==> config.mk <==
export PLATFORM = sky130hd
export DESIGN_NAME = tkog_ram
export DESIGN_NICKNAME = d
export VERILOG_FILES = /design/src/rtl/tkog_ram.sv
export SDC_FILE = /design/constraint.sdc
export NUM_CORES = 1
export LEC_CHECK = 0
export ABC_AREA = 1
export BUFFER_PORTS_ARGS = -buffer_cell sky130_fd_sc_hd__buf_2
export CAP_MARGIN = 25
export CORE_ASPECT_RATIO = 0.6
export CORE_MARGIN = 2
export CORE_UTILIZATION = 40
export DETAILED_ROUTE_END_ITERATION = 8
export RECOVER_POWER = 50
export SETUP_SLACK_MARGIN = 0.3
export SLEW_MARGIN = 10
export SYNTH_ARGS = -nofsm -noshare
export SYNTH_HDL_FRONTEND = slang
export SYNTH_SLANG_ARGS = --single-unit
==> constraint.sdc <==
create_clock -name clk -period 3.7 [get_ports clk]
set_input_delay 0.74 -clock clk [delete_from_list [all_inputs] [get_ports clk]]
set_output_delay 0.74 -clock clk [all_outputs]
set_load 0.005 [all_outputs]
==> src/rtl/tkog_ram.sv <==
// generic simple dual-port ram with registered read
`default_nettype none
module tkog_ram #(
  parameter int WIDTH = 8,
  parameter int DEPTH = 16
) (
  input  wire logic                     clk,
  input  wire logic                     we,
  input  wire logic [$clog2(DEPTH)-1:0] waddr,
  input  wire logic [WIDTH-1:0]         wdata,
  input  wire logic [$clog2(DEPTH)-1:0] raddr,
  output logic      [WIDTH-1:0]         rdata
);
  logic [WIDTH-1:0] mem [DEPTH];

  always_ff @(posedge clk) begin
    if (we) begin
      mem[waddr] <= wdata;
    end
    rdata <= mem[raddr];
  end
endmodule
`default_nettype wire

==> impl_metrics.env <==
export IMPL_nets=593
export IMPL_drive_gt1_share_pct=7.99
export IMPL_cts_resized=0
export IMPL_final_common_cell="nand2_1"
export IMPL_fin_crit_ns=1.87
export IMPL_cp_required_ns=4.01
export IMPL_layout_cells_most_common_list="nand2_1 (173), edfxtp_1 (128), inv_1 (100)"
export IMPL_end_kind="flip-flop"
export IMPL_die_x_microns=159
export IMPL_ys_types=12
export IMPL_reg2reg_slack_ns=2.57
export IMPL_skew_ns=0.00803
export IMPL_die_area_sq_um=15400
export IMPL_timing_rr_start="mem[5][5]"
export IMPL_grt_pass1_vias=3621
export IMPL_pin_count=26
export IMPL_cts_tree="yes"
export IMPL_grtUsageTotal_pct=19.2
export IMPL_grt_max_degree=65
export IMPL_htreeDepth=4
export IMPL_die_h_microns=97.0
export IMPL_max_slew_margin_pct=31.4
export IMPL_power_density_nw_per_um2=573
export IMPL_grt_overflow=0
export IMPL_crit_path_end="rdata[5]"
export IMPL_finalSetupTns_ns=0
export IMPL_syn_inst=551
export IMPL_startpoint="raddr[1]"
export IMPL_syn_area_sq_um=5770
export IMPL_syn_nets=569
export IMPL_core_sq_um=13900
export IMPL_postCtsHoldBufs=0
export IMPL_critPathLaunchType="input port"
export IMPL_syn_mean_instance_area_sq_um=10.5
export IMPL_place_congestion=0.865
export IMPL_post_drt_wl_per_cell_microns=18.2
export IMPL_whs_ns=0.673
export IMPL_p_leak_nw=2.80
export IMPL_max_stage_delay_ns=0.38
export IMPL_outcome="completed"
export IMPL_worstPathArrival_ns=2.18
export IMPL_insertedDiodeCount=0
export IMPL_cp_num_buf_inv=3
export IMPL_min_period_over_period_pct=50.6
export IMPL_cp_common_cell="nand3_1"
export IMPL_drv_cap=0
export IMPL_area_growth_pct=14.9
export IMPL_dp_hpwl_mm=9.04
export IMPL_max_clock_path_buffers=2
export IMPL_cts_sinks=136
export IMPL_ir_worst_vdd_mv=0.289
export IMPL_setup_viol=0
export IMPL_rsz0062_at_grt="no"
export IMPL_ys_seq_area_share_pct=69.4
export IMPL_postRouteAntennaNets=0
export IMPL_tightest_slew_ns=1.03
export IMPL_hold_path_class="in -> reg"
export IMPL_critical_path_top_delay_family="buffers and inverters"
export IMPL_clock_latency_ns=0.41
export IMPL_reg2regPathDepth=6
export IMPL_ys_ff_latch=136
export IMPL_dr_total_vias=3844
export IMPL_start_util_pct=41.6
export IMPL_drv_slew=0
export IMPL_fmax_mhz=534
export IMPL_cts_buffers=17
export IMPL_routed_via_density=4.93
export IMPL_crit_chain="buf_2 > buf_4 > inv_2 > nand3_1 > nand3_1 > nand3_1 > nand2_1"
export IMPL_rows=33
export IMPL_wl_mm=14.2
export IMPL_cp_num_cells=7
export IMPL_crit_fanout=33
export IMPL_drtIter0Drc=500
export IMPL_rr_endpoint="rdata[5]"
export IMPL_crit_type="in -> reg"
export IMPL_drt_pass1_iterations=5
export IMPL_drc=0
export IMPL_hold_viol_final=0
export IMPL_grt_pass1_wl_mm=21.7
export IMPL_cts_root_buf="clkbuf_16"
export IMPL_cts_setup_buffers=0
export IMPL_clkTransAtPathRegs_ns=0.06
export IMPL_critical_path_slowest_cell="inv_2"
export IMPL_portBuffers=25
export IMPL_antenna_found_initial=0
export IMPL_ys_warn_count=0
state kept, by name (all words and copies together) (netlist names):
signal,flops
rdata,8
mem,128
metrics by stage:
| step | worst slack, ns | instance area [sq um] | util, % | total power [mW] | cells |
|---|---|---|---|---|---|
| 5_1_grt | 1.73 | 6630 | 47.8 | 3.90 | 780 |
| 3_3_place_gp | 1.46 | 6000 | 43.2 | 1.97 | 748 |
| 3_5_place_dp | 1.42 | 6000 | 43.2 | 1.97 | 748 |
| 6_report | 1.83 | 6630 | 47.8 | 3.80 | 780 |
| 4_1_cts | 1.86 | 6640 | 47.9 | 3.81 | 780 |
| 2_1_floorplan | 2.01 | 5770 | - | 1.89 | 551 |
power breakdown:
group	total [mW]	internal [mW]	switching [mW]
logic	0.204	0.0518	0.153
clock network	1.86	1.20	0.656
registers	1.74	1.72	0.0139
metal layers:
metal,vias to the layer above,routed length (microns),track usage (%),share of wire [%]
li1,1824,-,-,-
met1,1834,7010,30.0,50
met2,172,5790,26.3,41
met3,14,1240,4.50,8.7
met4,0,121,5.38,0.85
met5,-,0,0,0
cell usage after synthesis:
cell type	n	share of area (%)
nand3_1	97	8.4
buf_1	1	0.065
nand2_1	173	11
buf_4	4	0.52
inv_1	100	6.5
nor2_1	17	1.1
nand3b_1	2	0.26
inv_2	2	0.13
edfxtp_1	128	67
buf_2	13	1.1
buf_6	6	1.2
dfxtp_1	8	2.8
logic make-up after synthesis:
logic type             Yosys count  share of synthesized area [%]
AND/OR/NAND/NOR                289                           21.0
flip-flops                     136                           69.4
buffers and inverters          126                           9.52
how the worst min path moves through the flow:
| stage | from | endpoint | slack, ns | cells past startpoint |
|---|---|---|---|---|
| 6_report | raddr[3] | rdata[7] | 0.67 | 3 |
| 5_1_grt | raddr[3] | rdata[7] | 0.68 | 3 |
| 4_1_cts | raddr[3] | rdata[7] | 0.67 | 3 |
| 3_5_place_dp | mem[12][2] | rdata[2] | 0.64 | 6 |
| 3_3_place_gp | mem[2][3] | rdata[3] | 0.65 | 6 |
| 2_1_floorplan | mem[10][0] | rdata[0] | 0.61 | 6 |
worst reg2reg max path, delay by kind of cell, from the launching register on:
kind / cells / cell delay [ns]
buffers and inverters: 1 / 0.07
and+or+nand+nor: 5 / 0.58
DFF: 1 / 0.39
area by class of cell:
cell class	instances	area (sq um)
Fill cell	1259	7250
Multi-Input combinational cell	289	1210
Timing Repair Buffer	29	136
Tap cell	192	240
Clock buffer	17	425
Clock inverter	15	223
Sequential cell	136	4000
Inverter	102	383
(Power assumes the default switching activity.)
